### src/rtl/core/i8mac_pkg.sv
package i8mac_pkg;

  // Activation FIFO geometry
  localparam int FifoDepth = 8;
  localparam int PtrW      = $clog2(FifoDepth);
  localparam int CntW      = $clog2(FifoDepth + 1);

  // Configuration register file
  localparam int CfgIdxW  = 2;
  localparam int CfgDataW = 8;

  typedef enum logic [CfgIdxW-1:0] {
    CFG_SKIP_ENABLE = 2'd0,
    CFG_SKIP_THRESH = 2'd1,
    CFG_CLOCK_GATE  = 2'd2
  } cfg_idx_t;

  typedef enum logic [3:0] {
    MODE_PUSH       = 4'd0,
    MODE_POP        = 4'd1,
    MODE_LOAD_W     = 4'd2,
    MODE_LOAD_PAIR  = 4'd3,
    MODE_SWAP       = 4'd4,
    MODE_MAC_FIFO   = 4'd5,
    MODE_MAC_DIRECT = 4'd6,
    MODE_WRITE_ACC  = 4'd7,
    MODE_CLEAR_ACC  = 4'd8,
    MODE_RESET      = 4'd9
  } mode_t;

  typedef struct packed {
    logic [3:0]         mode;
    logic signed [7:0]  act_value;
    logic signed [7:0]  weight_a;
    logic signed [7:0]  weight_b;
    logic               skip_test;
    logic signed [31:0] acc_value;
  } cmd_t;

  typedef struct packed {
    logic signed [31:0] acc_out;
    logic               step_overflow;
    logic               step_underflow;
    logic               sticky_overflow;
    logic               skipped;
    logic               bubble;
    logic signed [7:0]  popped_value;
    logic [CntW-1:0]    fifo_fill;
    logic               low_fill;
    logic               high_fill;
    logic               weight_ready;
    logic               computing;
  } res_t;

  // Live configuration seen by the datapath
  typedef struct packed {
    logic              skip_enable;
    logic signed [7:0] skip_threshold;
    logic              clock_gate;
  } cfg_t;

endpackage

### src/rtl/core/i8mac_in_reg.sv
module i8mac_in_reg (
  input  logic          clk,
  input  logic          rst,
  input  logic          in_valid,
  output logic          in_ready,
  input  i8mac_pkg::cmd_t in_data,
  input  logic          advance,
  output logic          cmd_valid,
  output i8mac_pkg::cmd_t cmd
);
  import i8mac_pkg::*;

  // Take a new command when empty or when the held one moves on this cycle
  assign in_ready = !cmd_valid || advance;

  always_ff @(posedge clk) begin
    if (rst) begin
      cmd_valid <= 1'b0;
    end else if (in_ready) begin
      cmd_valid <= in_valid;
    end
  end

  always_ff @(posedge clk) begin
    if (in_valid && in_ready) begin
      cmd <= in_data;
    end
  end

endmodule

### src/rtl/core/i8mac_core.sv
module i8mac_core (
  input  logic            clk,
  input  logic            rst,
  input  logic            fire,
  input  i8mac_pkg::cmd_t cmd,
  input  logic            cfg_we,
  input  logic [i8mac_pkg::CfgIdxW-1:0]  cfg_index,
  input  logic [i8mac_pkg::CfgDataW-1:0] cfg_data,
  output i8mac_pkg::res_t res
);
  import i8mac_pkg::*;

  // Architectural state
  cfg_t               cfg;
  logic signed [31:0] accumulator;
  logic               overflow_seen;
  logic               compute_mode;
  logic signed [7:0]  act_store [FifoDepth];
  logic [PtrW-1:0]    read_ptr;
  logic [PtrW-1:0]    write_ptr;
  logic [CntW-1:0]    act_count;
  logic               low_fill_flag;
  logic               high_fill_flag;
  logic signed [7:0]  weight_banks [2];
  logic [1:0]         bank_valid;
  logic               selected_bank;

  logic signed [31:0] accumulator_next;
  logic               overflow_seen_next;
  logic               compute_mode_next;
  logic [PtrW-1:0]    read_ptr_next;
  logic [PtrW-1:0]    write_ptr_next;
  logic [CntW-1:0]    act_count_next;
  logic               low_fill_flag_next;
  logic               high_fill_flag_next;
  logic signed [7:0]  bank0_next;
  logic signed [7:0]  bank1_next;
  logic [1:0]         bank_valid_next;
  logic               selected_bank_next;
  logic               clock_gate_next;
  logic               push_en;

  // MAC datapath
  logic               is_mac;
  logic signed [7:0]  mac_a;
  logic signed [7:0]  mac_w;
  logic               mac_check;
  logic signed [8:0]  thr9;
  logic signed [8:0]  neg_thr9;
  logic signed [8:0]  a9;
  logic               in_band;
  logic               mac_idle;
  logic               mac_skip;
  logic signed [15:0] product;
  logic signed [32:0] sum33;
  logic               sum_ovf;
  logic               sum_unf;
  logic signed [7:0]  head;

  assign head = act_store[read_ptr];

  always_comb begin
    mac_a     = 8'sd0;
    mac_w     = 8'sd0;
    mac_check = 1'b0;
    is_mac    = 1'b0;
    case (cmd.mode)
      MODE_MAC_FIFO: begin
        is_mac    = 1'b1;
        mac_a     = (act_count != '0) ? head : 8'sd0;
        mac_w     = bank_valid[selected_bank] ? weight_banks[selected_bank] : 8'sd0;
        mac_check = cmd.skip_test;
      end
      MODE_MAC_DIRECT: begin
        is_mac    = 1'b1;
        mac_a     = cmd.act_value;
        mac_w     = cmd.weight_a;
        mac_check = 1'b1;
      end
      default: begin
        is_mac = 1'b0;
      end
    endcase
  end

  // Skip band is open: -thr < a < thr, plus exact zero
  assign thr9     = 9'(cfg.skip_threshold);
  assign neg_thr9 = -thr9;
  assign a9       = 9'(mac_a);
  assign in_band  = (mac_a == 8'sd0) ||
                    ((thr9 != 9'sd0) && (a9 < thr9) && (a9 > neg_thr9));
  assign mac_idle = cfg.clock_gate || !compute_mode;
  assign mac_skip = !mac_idle && mac_check && cfg.skip_enable && in_band;

  assign product = mac_a * mac_w;
  assign sum33   = 33'(accumulator) + 33'(product);
  assign sum_ovf = !sum33[32] && sum33[31];
  assign sum_unf = sum33[32] && !sum33[31];

  always_comb begin
    accumulator_next    = accumulator;
    overflow_seen_next  = overflow_seen;
    compute_mode_next   = compute_mode;
    read_ptr_next       = read_ptr;
    write_ptr_next      = write_ptr;
    act_count_next      = act_count;
    low_fill_flag_next  = low_fill_flag;
    high_fill_flag_next = high_fill_flag;
    bank0_next          = weight_banks[0];
    bank1_next          = weight_banks[1];
    bank_valid_next     = bank_valid;
    selected_bank_next  = selected_bank;
    clock_gate_next     = cfg.clock_gate;
    push_en             = 1'b0;

    res                 = '0;

    case (cmd.mode)
      MODE_PUSH: begin
        if (act_count < CntW'(FifoDepth)) begin
          push_en        = 1'b1;
          write_ptr_next = (write_ptr == PtrW'(FifoDepth - 1)) ? '0 : write_ptr + 1'b1;
          act_count_next = act_count + 1'b1;
          low_fill_flag_next  = (act_count_next <= CntW'(2));
          high_fill_flag_next = (act_count_next >= CntW'(FifoDepth - 2));
        end
      end
      MODE_POP: begin
        if (act_count != '0) begin
          res.popped_value = head;
          read_ptr_next  = (read_ptr == PtrW'(FifoDepth - 1)) ? '0 : read_ptr + 1'b1;
          act_count_next = act_count - 1'b1;
          low_fill_flag_next  = (act_count_next <= CntW'(2));
          high_fill_flag_next = (act_count_next >= CntW'(FifoDepth - 2));
        end
      end
      MODE_LOAD_W: begin
        if (selected_bank) begin
          bank1_next = cmd.weight_a;
        end else begin
          bank0_next = cmd.weight_a;
        end
        bank_valid_next[selected_bank] = 1'b1;
        compute_mode_next = 1'b1;
      end
      MODE_LOAD_PAIR: begin
        bank0_next         = cmd.weight_a;
        bank1_next         = cmd.weight_b;
        bank_valid_next    = 2'b11;
        selected_bank_next = 1'b0;
        compute_mode_next  = 1'b1;
      end
      MODE_SWAP: begin
        selected_bank_next = !selected_bank;
      end
      MODE_WRITE_ACC: begin
        accumulator_next = cmd.acc_value;
      end
      MODE_CLEAR_ACC: begin
        accumulator_next = '0;
      end
      MODE_RESET: begin
        accumulator_next    = '0;
        overflow_seen_next  = 1'b0;
        compute_mode_next   = 1'b0;
        read_ptr_next       = '0;
        write_ptr_next      = '0;
        act_count_next      = '0;
        low_fill_flag_next  = 1'b0;
        high_fill_flag_next = 1'b0;
        bank0_next          = '0;
        bank1_next          = '0;
        bank_valid_next     = '0;
        selected_bank_next  = 1'b0;
        clock_gate_next     = 1'b0;
      end
      default: begin
        // MAC modes handled below; undefined modes change nothing
      end
    endcase

    if (is_mac) begin
      if (mac_idle || mac_skip) begin
        res.bubble  = 1'b1;
        res.skipped = mac_skip;
      end else begin
        res.step_overflow  = sum_ovf;
        res.step_underflow = sum_unf;
        overflow_seen_next = overflow_seen || sum_ovf || sum_unf;
        accumulator_next   = sum33[31:0];
      end
    end

    res.acc_out         = accumulator_next;
    res.sticky_overflow = overflow_seen_next;
    res.fifo_fill       = act_count_next;
    res.low_fill        = low_fill_flag_next;
    res.high_fill       = high_fill_flag_next;
    res.weight_ready    = bank_valid_next[selected_bank_next];
    res.computing       = compute_mode_next;
  end

  // Configuration: writes must arrive only while idle, which the block does not enforce; reset command drops the gate
  always_ff @(posedge clk) begin
    if (rst) begin
      cfg <= '0;
    end else if (cfg_we) begin
      case (cfg_index)
        CFG_SKIP_ENABLE: cfg.skip_enable    <= cfg_data[0];
        CFG_SKIP_THRESH: cfg.skip_threshold <= cfg_data;
        CFG_CLOCK_GATE:  cfg.clock_gate     <= cfg_data[0];
        default: begin
        end
      endcase
    end else if (fire) begin
      cfg.clock_gate <= clock_gate_next;
    end
  end

  always_ff @(posedge clk) begin
    if (rst) begin
      accumulator    <= '0;
      overflow_seen  <= 1'b0;
      compute_mode   <= 1'b0;
      read_ptr       <= '0;
      write_ptr      <= '0;
      act_count      <= '0;
      low_fill_flag  <= 1'b0;
      high_fill_flag <= 1'b0;
      weight_banks[0] <= '0;
      weight_banks[1] <= '0;
      bank_valid     <= '0;
      selected_bank  <= 1'b0;
    end else if (fire) begin
      accumulator    <= accumulator_next;
      overflow_seen  <= overflow_seen_next;
      compute_mode   <= compute_mode_next;
      read_ptr       <= read_ptr_next;
      write_ptr      <= write_ptr_next;
      act_count      <= act_count_next;
      low_fill_flag  <= low_fill_flag_next;
      high_fill_flag <= high_fill_flag_next;
      weight_banks[0] <= bank0_next;
      weight_banks[1] <= bank1_next;
      bank_valid     <= bank_valid_next;
      selected_bank  <= selected_bank_next;
    end
  end

  // Entries are only read after being written, so the store needs no reset
  always_ff @(posedge clk) begin
    if (fire && push_en) begin
      act_store[write_ptr] <= cmd.act_value;
    end
  end

endmodule

### src/rtl/core/int8_mac_pe_with_zero_skip.sv
// int8 multiply-accumulate processing element with zero-skip.
//
// Input channel (in_valid/in_ready/in_data) carries one command per transfer:
// FIFO push/pop, weight loads, bank swap, FIFO or direct MAC, accumulator
// write/clear, or a PE reset. Every command yields exactly one result on the
// output channel (out_valid/out_ready/out_data), in command order.
// Configuration (zero-skip enable, skip threshold, clock gate) is written via
// cfg_we/cfg_index/cfg_data only while the PE is idle; the PE does not enforce this.
//
// A transferred command is held in the input register, then one pass of the
// MAC/FIFO logic writes its result into the result register, from which the
// result can transfer. The PE takes one command per cycle while the receiver
// does not stall; the 8x8 multiply plus the 33-bit accumulate in the execute
// pass sets the clock rate.
// Stall: when the receiver holds out_ready low, the result register holds
// its value, one more command waits in the input register, then in_ready
// drops until the result transfers.
// Reset (rst, synchronous): both registers empty, accumulator, flags, FIFO,
// weight banks and configuration cleared. Ready to take a command next cycle.
module int8_mac_pe_with_zero_skip (
  input  logic                           clk,
  input  logic                           rst,
  input  logic                           in_valid,
  output logic                           in_ready,
  input  i8mac_pkg::cmd_t                in_data,
  output logic                           out_valid,
  input  logic                           out_ready,
  output i8mac_pkg::res_t                out_data,
  input  logic                           cfg_we,
  input  logic [i8mac_pkg::CfgIdxW-1:0]  cfg_index,
  input  logic [i8mac_pkg::CfgDataW-1:0] cfg_data
);
  import i8mac_pkg::*;

  logic cmd_valid;
  cmd_t cmd;
  res_t res;
  logic advance;

  // Execute the held command when the result register is free or draining
  assign advance = cmd_valid && (!out_valid || out_ready);

  i8mac_in_reg u_in_reg (
    .clk       (clk),
    .rst       (rst),
    .in_valid  (in_valid),
    .in_ready  (in_ready),
    .in_data   (in_data),
    .advance   (advance),
    .cmd_valid (cmd_valid),
    .cmd       (cmd)
  );

  // State update and result compute happen in one pass on advance
  i8mac_core u_core (
    .clk       (clk),
    .rst       (rst),
    .fire      (advance),
    .cmd       (cmd),
    .cfg_we    (cfg_we),
    .cfg_index (cfg_index),
    .cfg_data  (cfg_data),
    .res       (res)
  );

  // Result register: load on advance, drop valid once transferred
  always_ff @(posedge clk) begin
    if (rst) begin
      out_valid <= 1'b0;
    end else if (advance) begin
      out_valid <= 1'b1;
    end else if (out_ready) begin
      out_valid <= 1'b0;
    end
  end

  always_ff @(posedge clk) begin
    if (advance) begin
      out_data <= res;
    end
  end

endmodule

### config.mk
export PLATFORM = sky130hd
export DESIGN_NAME = int8_mac_pe_with_zero_skip
export DESIGN_NICKNAME = d
export VERILOG_FILES = /design/src/rtl/core/i8mac_pkg.sv /design/src/rtl/core/i8mac_in_reg.sv /design/src/rtl/core/i8mac_core.sv /design/src/rtl/core/int8_mac_pe_with_zero_skip.sv
export SDC_FILE = /design/constraint.sdc
export NUM_CORES = 1
export LEC_CHECK = 0
export BUFFER_PORTS_ARGS = -buffer_cell sky130_fd_sc_hd__buf_2
export CORE_ASPECT_RATIO = 1.1
export CORE_UTILIZATION = 55
export CTS_BUF_LIST = sky130_fd_sc_hd__clkbuf_8 sky130_fd_sc_hd__clkbuf_16
export DETAILED_ROUTE_END_ITERATION = 12
export PLACE_DENSITY = 0.7
export SYNTH_ARGS = -nofsm -noshare
export SYNTH_HDL_FRONTEND = slang
export SYNTH_SLANG_ARGS = --single-unit
### constraint.sdc
create_clock -name clk -period 11.3 [get_ports clk]
set_clock_uncertainty 0.15 [all_clocks]
set_input_delay 1.13 -clock clk [delete_from_list [all_inputs] [get_ports clk]]
set_output_delay 1.13 -clock clk [all_outputs]
set_load 0.005 [all_outputs]
Word level (Yosys, flattened, before mapping)
Memory sizes are Yosys's and may differ from the RTL's. A register that Yosys moved wholly into a read port is not among the register bits. Cells that the tools add are included.

Bits in registers: 175. RAM bits: 80. Input bits: 76. Word-level logic and storage cells: 186. Memories kept: 2.

$add $sub $neg: 6. $mul: 1. $lt $le $gt $ge: 10. Eq/ne operators: 20. Mux-type cells: 62. Bitwise logic cells: 4. Reductions and logical operators: 48.

Memory list: u_core.act_store (words 8, width 8, rd ports 1, clocked after memory_dff 1, wr ports 1, RTL line i8mac_core.sv:18) `logic signed [7:0] act_store [FifoDepth];`; u_core.weight_banks (words 2, width 8, rd ports 1, clocked after memory_dff 1, wr ports 2, RTL line i8mac_core.sv:24) `logic signed [7:0] weight_banks [2];`.

Operators by type and width (count): $mux W32 (2); $pmux W32 S2 (1); $mux W8 (6); $pmux W8 S3 (2); $add A32 B16 Y33 (1); $pmux W8 S2 (2); $mux W1 (31); $mux W3 (6); $eq A4 B3 Y1 const B (4); $mul A8 B8 Y16 (1); $reduce_and A3 Y1 (5); $pmux W3 S2 (2); $pmux W4 S3 (1); $logic_and A1 B1 Y1 (11); $reduce_bool A2 Y1 (5); $reduce_or A2 Y1 (5); $gt A8 B9 Y1 (1); $neg A8 Y9 (1); $reduce_bool A9 Y1 (1); $eq A4 B2 Y1 const B (2); $eq A4 B4 Y1 const B (2); $ge A4 B3 Y1 const B (2); $le A4 B2 Y1 const B (2); $logic_not A8 Y1 (1); 28 further kinds (54).

Depth between registers and ports, before layout
Depth in word-level cells: 12. Depth in mapped cells: 28. Gate-level depth less buffers: 27.

Modules after synthesis
From an unflattened synthesis, not the netlist that was laid out.

Cell total of the unflattened synthesis: 1424. Area total of the unflattened synthesis: 16731.0 um^2.

By module, submodules not included: i8mac_core (instances 1, cells each 1300, area each 13197.7 um^2, seq. area each 3663.5 um^2); i8mac_in_reg (instances 1, cells each 66, area each 1886.8 um^2, seq. area each 1851.8 um^2); int8_mac_pe_with_zero_skip (instances 1, cells each 58, area each 1646.6 um^2, seq. area each 1611.5 um^2).

Worst setup path before layout
No wires, ideal clock.

Path kind: flip-flop to flip-flop. Start point: register u_in_reg.cmd[58] (netlist name). End point: register out_data[20] in the netlist's numbering, data pin. Library setup time: 0.255 ns. Arrival: 8.515 ns. Required time: 10.895 ns. Setup slack: 2.380 ns. Cell stages (with the launch flop): 24. Buffers on the path: 3. Clock period less this slack: 8.920 ns. Path through: edfxtp_1 > clkbuf_1 > nor4bb_1 > buf_2 > buf_1 > a22o_1 > nor2b_1 > fa_1 > fa_1 > fa_1 > fa_1 > inv_1 > fa_1 > inv_1 > ha_1 > o211ai_1 > o211ai_1 > a21oi_1 > o21bai_1 > a211oi_1 > o21ai_0 > a21oi_1 > xnor2_1 > and3_1.

Cells in the longest elaborated chain, start to end: 9. Elaborated cells on any way between the ends: 23. Classes of those cells: 1 x add/sub; 1 x mul; 2 x order compare; 2 x eq/ne; 4 x mux; 1 x bitwise; 12 x reduce/logical.

Ends and longest elaborated chain: branches (longest 9 deep; another with $add A32 B16 Y33); end signal: assignment (RTL line int8_mac_pe_with_zero_skip.sv:79) `out_data <= res;`; end: declaration (RTL line int8_mac_pe_with_zero_skip.sv:28) `output i8mac_pkg::res_t out_data,`.

Several ways; the timed one is not identified. A chain may end at the register's enable or synchronous reset.

Worst setup path after layout
Start point: register u_core.act_count[0]. End point: register out_data[20] in the netlist's numbering, data pin.

Cells in the longest elaborated chain, start to end: 10. Elaborated cells on any way between the ends: 16. Classes of those cells: 1 x add/sub; 1 x mul; 2 x order compare; 2 x mux; 10 x reduce/logical.

Ends and longest elaborated chain: start: declaration (RTL line i8mac_core.sv:21) `logic [CntW-1:0] act_count;`; start signal: assignment (RTL line i8mac_core.sv:240) `act_count <= act_count_next;`; $reduce_bool A4 Y1 (*) (RTL line i8mac_core.sv:70) `mac_a = (act_count != '0) ? head : 8'sd0;`; $mux W8 (*) (RTL line i8mac_core.sv:70); $pmux W8 S2 (*) (RTL line i8mac_core.sv:67) `case (cmd.mode)`; branches (longest 7 deep; another with $add A32 B16 Y33).

Mark *: on every way between the ends.

==> results.toml <==
[run_status]
status = "complete, no violations"

[synthesis]
synth_seq_cells = 259
synth_area_per_cell_um2 = 11.29
ys.warnings.count = 0
syn-cell-area_mm2 = 0.01672
postSynth.topFlopCell = "edfxtp_1"
number_of_enable_type_register_cells_in_the_synthesized_netlist = 194
sequential_fraction_of_the_synthesis_area_pct = 42.63
synth_largest_area_cell = "edfxtp_1"
synth_top_cell_area_share_pct = 34.84
mappedNetlistNets = 1794
synth_top_cells_by_count = "edfxtp_1, inv_1, nor2_1, fa_1, nand2_1"
yosys-top-cells-area = "edfxtp_1, fa_1, dfxtp_1, ha_1, inv_1"
syn_inst = 1481
netlist-cell-type-count = 73
synth.most_common_cell = "edfxtp_1"
async_flop_share_pct = 0

[timing]
setup_tns_ns = 0
final-max-slew-violation-count = 0
rsz0062_at_grt = "no"
final.min_clock_period_ns = 8.857
max_clock_freq_mhz = 112.9
slew_headroom_pct = 25.53
final-hold-violation-count = 0
finalSetupViolations = 0
worst_hold_slack_ns = 0.3223
layout_worst_path_cycle_share_pct = 78.38
worstMarginPinSlew_ns = 1.105

[worst_setup_path]
setup.worst_path.class = "register to register"
critical_path.startpoint_type = "register"
timing.critical_path.fanout_max = 14
required_ns = 11.48
timing.critical_path.arrival_ns = 9.04
crit_path_end_kind = "register"

[grt]
first_global_vias = 11770
number_of_antenna_violations_at_the_first_check_in_global_routing = 0
grt_start_max_net_pins = 62
grt_overflow_total = 0
gr-usage-all-layers_pct = 26.17
grt_pass1_wl_um = 62670

[routing]
detail_route.drc_violations = 0
routed_wirelength_um = 39220
drt_first_iter_violations = 903
drtPass1Iterations = 5
via_cell_ratio = 5.848
antenna_violating_nets_post_route = 0
vias_after_detailed_routing = 11710
wl_per_cell_um = 19.59

[clock_network]
clock_latency_ns = 0.58
tritoncts = "built"
htree_num_levels = 1
setup_buffers_after_cts = 0
clock-sinks = 259
cts_resized = 0
cts_max_path_buffers = 3
post_cts_hold_buffer_count = 0
cts-root-buf = "clkbuf_16"
clk_pin_slew_worst_paths_ns = 0.06
tritoncts.num_buffers = 28

[floorplan]
dieHeight_um = 184.9
ios = 131
placement_rows = 66
die_width_um = 168.2
initial_cell_density_of_the_core_pct = 56.24
fp.coreArea_mm2 = 0.02973
die_area_mm2 = 0.03110

[layout]
final_design_area_no_fill_mm2 = 0.01871
filler_cell_count = 2363
layout.nets = 1920
drive_gt1_share_pct = 14.00
antenna_cells_inserted = 0
area.growth.synth_to_final_pct = 11.91
instances_no_fill = 2002

[placed_design]
final_hpwl_from_detailed_placement_um = 28790
place.gp.congestion = 0.9042
port-buffer-count = 130
dp_cells = 1951
postPlaceCellArea_mm2 = 0.01779

[pwr]
p_leak_nw = 8.251
power.density_cell_area_mw_per_mm2 = 116.7
irDropWorstVdd_mv = 0.1198

[flow_run]
cap_viol_max_count = 0

[worst_hold_path]
min_path_type = "register to register"
area by class of cell:
cell class / instances / area (um2) / area share [%]
Clock buffer: 29 / 714.4 / 3.818
Multi-Input combinational cell: 999 / 8771 / 46.88
Sequential cell: 259 / 7127 / 38.09
Timing Repair Buffer: 147 / 778.2 / 4.159
Tap cell: 374 / 467.9 / 2.501
Clock inverter: 22 / 203.9 / 1.090
Inverter: 172 / 648.1 / 3.464
cell families after synthesis:
group	synth area share, %
AND/OR/NAND/NOR	10.69
multiplexers	4.415
flip-flops	42.63
AO/OA/AOI/OAI	10.79
XOR/XNOR	2.148
adder cells (fa/ha/maj)	24.13
buffers and inverters	5.201
per-stage QoR:
stage	setup slack (ns)	power, mW	util (%)
3_3_place_gp	2.507	1.292	59.85
5_1_grt	1.760	2.258	62.94
3_5_place_dp	2.390	1.296	59.85
4_1_cts	2.384	2.199	62.94
2_1_floorplan	2.380	1.223	-
6_report	2.443	2.183	62.94
metal layers:
layer  share of wire, %  GRT usage (%)  up-vias
met1                 41          34.12     5847
met5                  0              0        -
met2                 51          45.66      355
li1                   -              -     5436
met4                2.6          8.000        0
met3                5.8          3.440       70
registers in the layout (all words and copies together) (netlist names), 2 cells and up, named ones only:
name	count
out_data	53
u_core.write_ptr	3
u_core.accumulator	32
u_core.act_store	64
u_core.bank_valid	2
u_core.read_ptr	3
u_core.weight_banks	16
u_core.cfg	10
u_in_reg.cmd	61
u_core.act_count	4
report_power, final:
group          leakage, nW  switching [mW]  internal (mW)
logic                 5.41           0.118         0.0768
registers             2.38          0.0247           1.06
clock network        0.458           0.380          0.526
cell usage in the layout (no fill, tap or decap), drive strengths merged, types with 14 or more instances in the layout:
cell type  synthesis  layout
a211oi            15      15
a21oi             55      55
a22oi             24      24
a31oi             19      19
buf               16     147
clkbuf            35      29
dfxtp             65      65
edfxtp           194     194
fa               141     141
ha                96      96
inv              172     177
mux2i             44      44
nand2            104     104
nand3             25      25
nor2             161     161
nor2b             14      14
nor3              26      26
o21ai             47      47
xnor2             33      33
final timing paths:
path	depth (start not counted)	startpoint	slack (ns)	to
hold reg to reg	2	u_core.low_fill_flag	0.32	u_core.low_fill_flag
setup / recovery	25	u_core.act_count[0]	2.44	out_data[20]
hold / removal	2	u_core.low_fill_flag	0.32	u_core.low_fill_flag
setup reg to reg	25	u_core.act_count[0]	2.44	out_data[20]
critical path, cell delays in order (launching register included):
cell and delay, ns:
dfxtp_1 0.42, inv_1 0.12, ha_1 0.29, or3b_1 0.45, nand2_2 0.21, nor2_1 0.09
a21oi_1 0.73, inv_1 0.29, nor2_1 0.23, fa_1 0.49, fa_1 0.75, inv_1 0.51
fa_1 0.71, inv_1 0.06, fa_1 0.47, ha_1 0.30, ha_1 0.36, a21o_1 0.19
a211oi_1 0.27, o31ai_1 0.11, o21bai_1 0.22, a211oi_1 0.52, o21ai_0 0.18, a21oi_1 0.21
xnor2_1 0.09, and3_1 0.19
No activity file was read; power rests on OpenSTA's default activity.
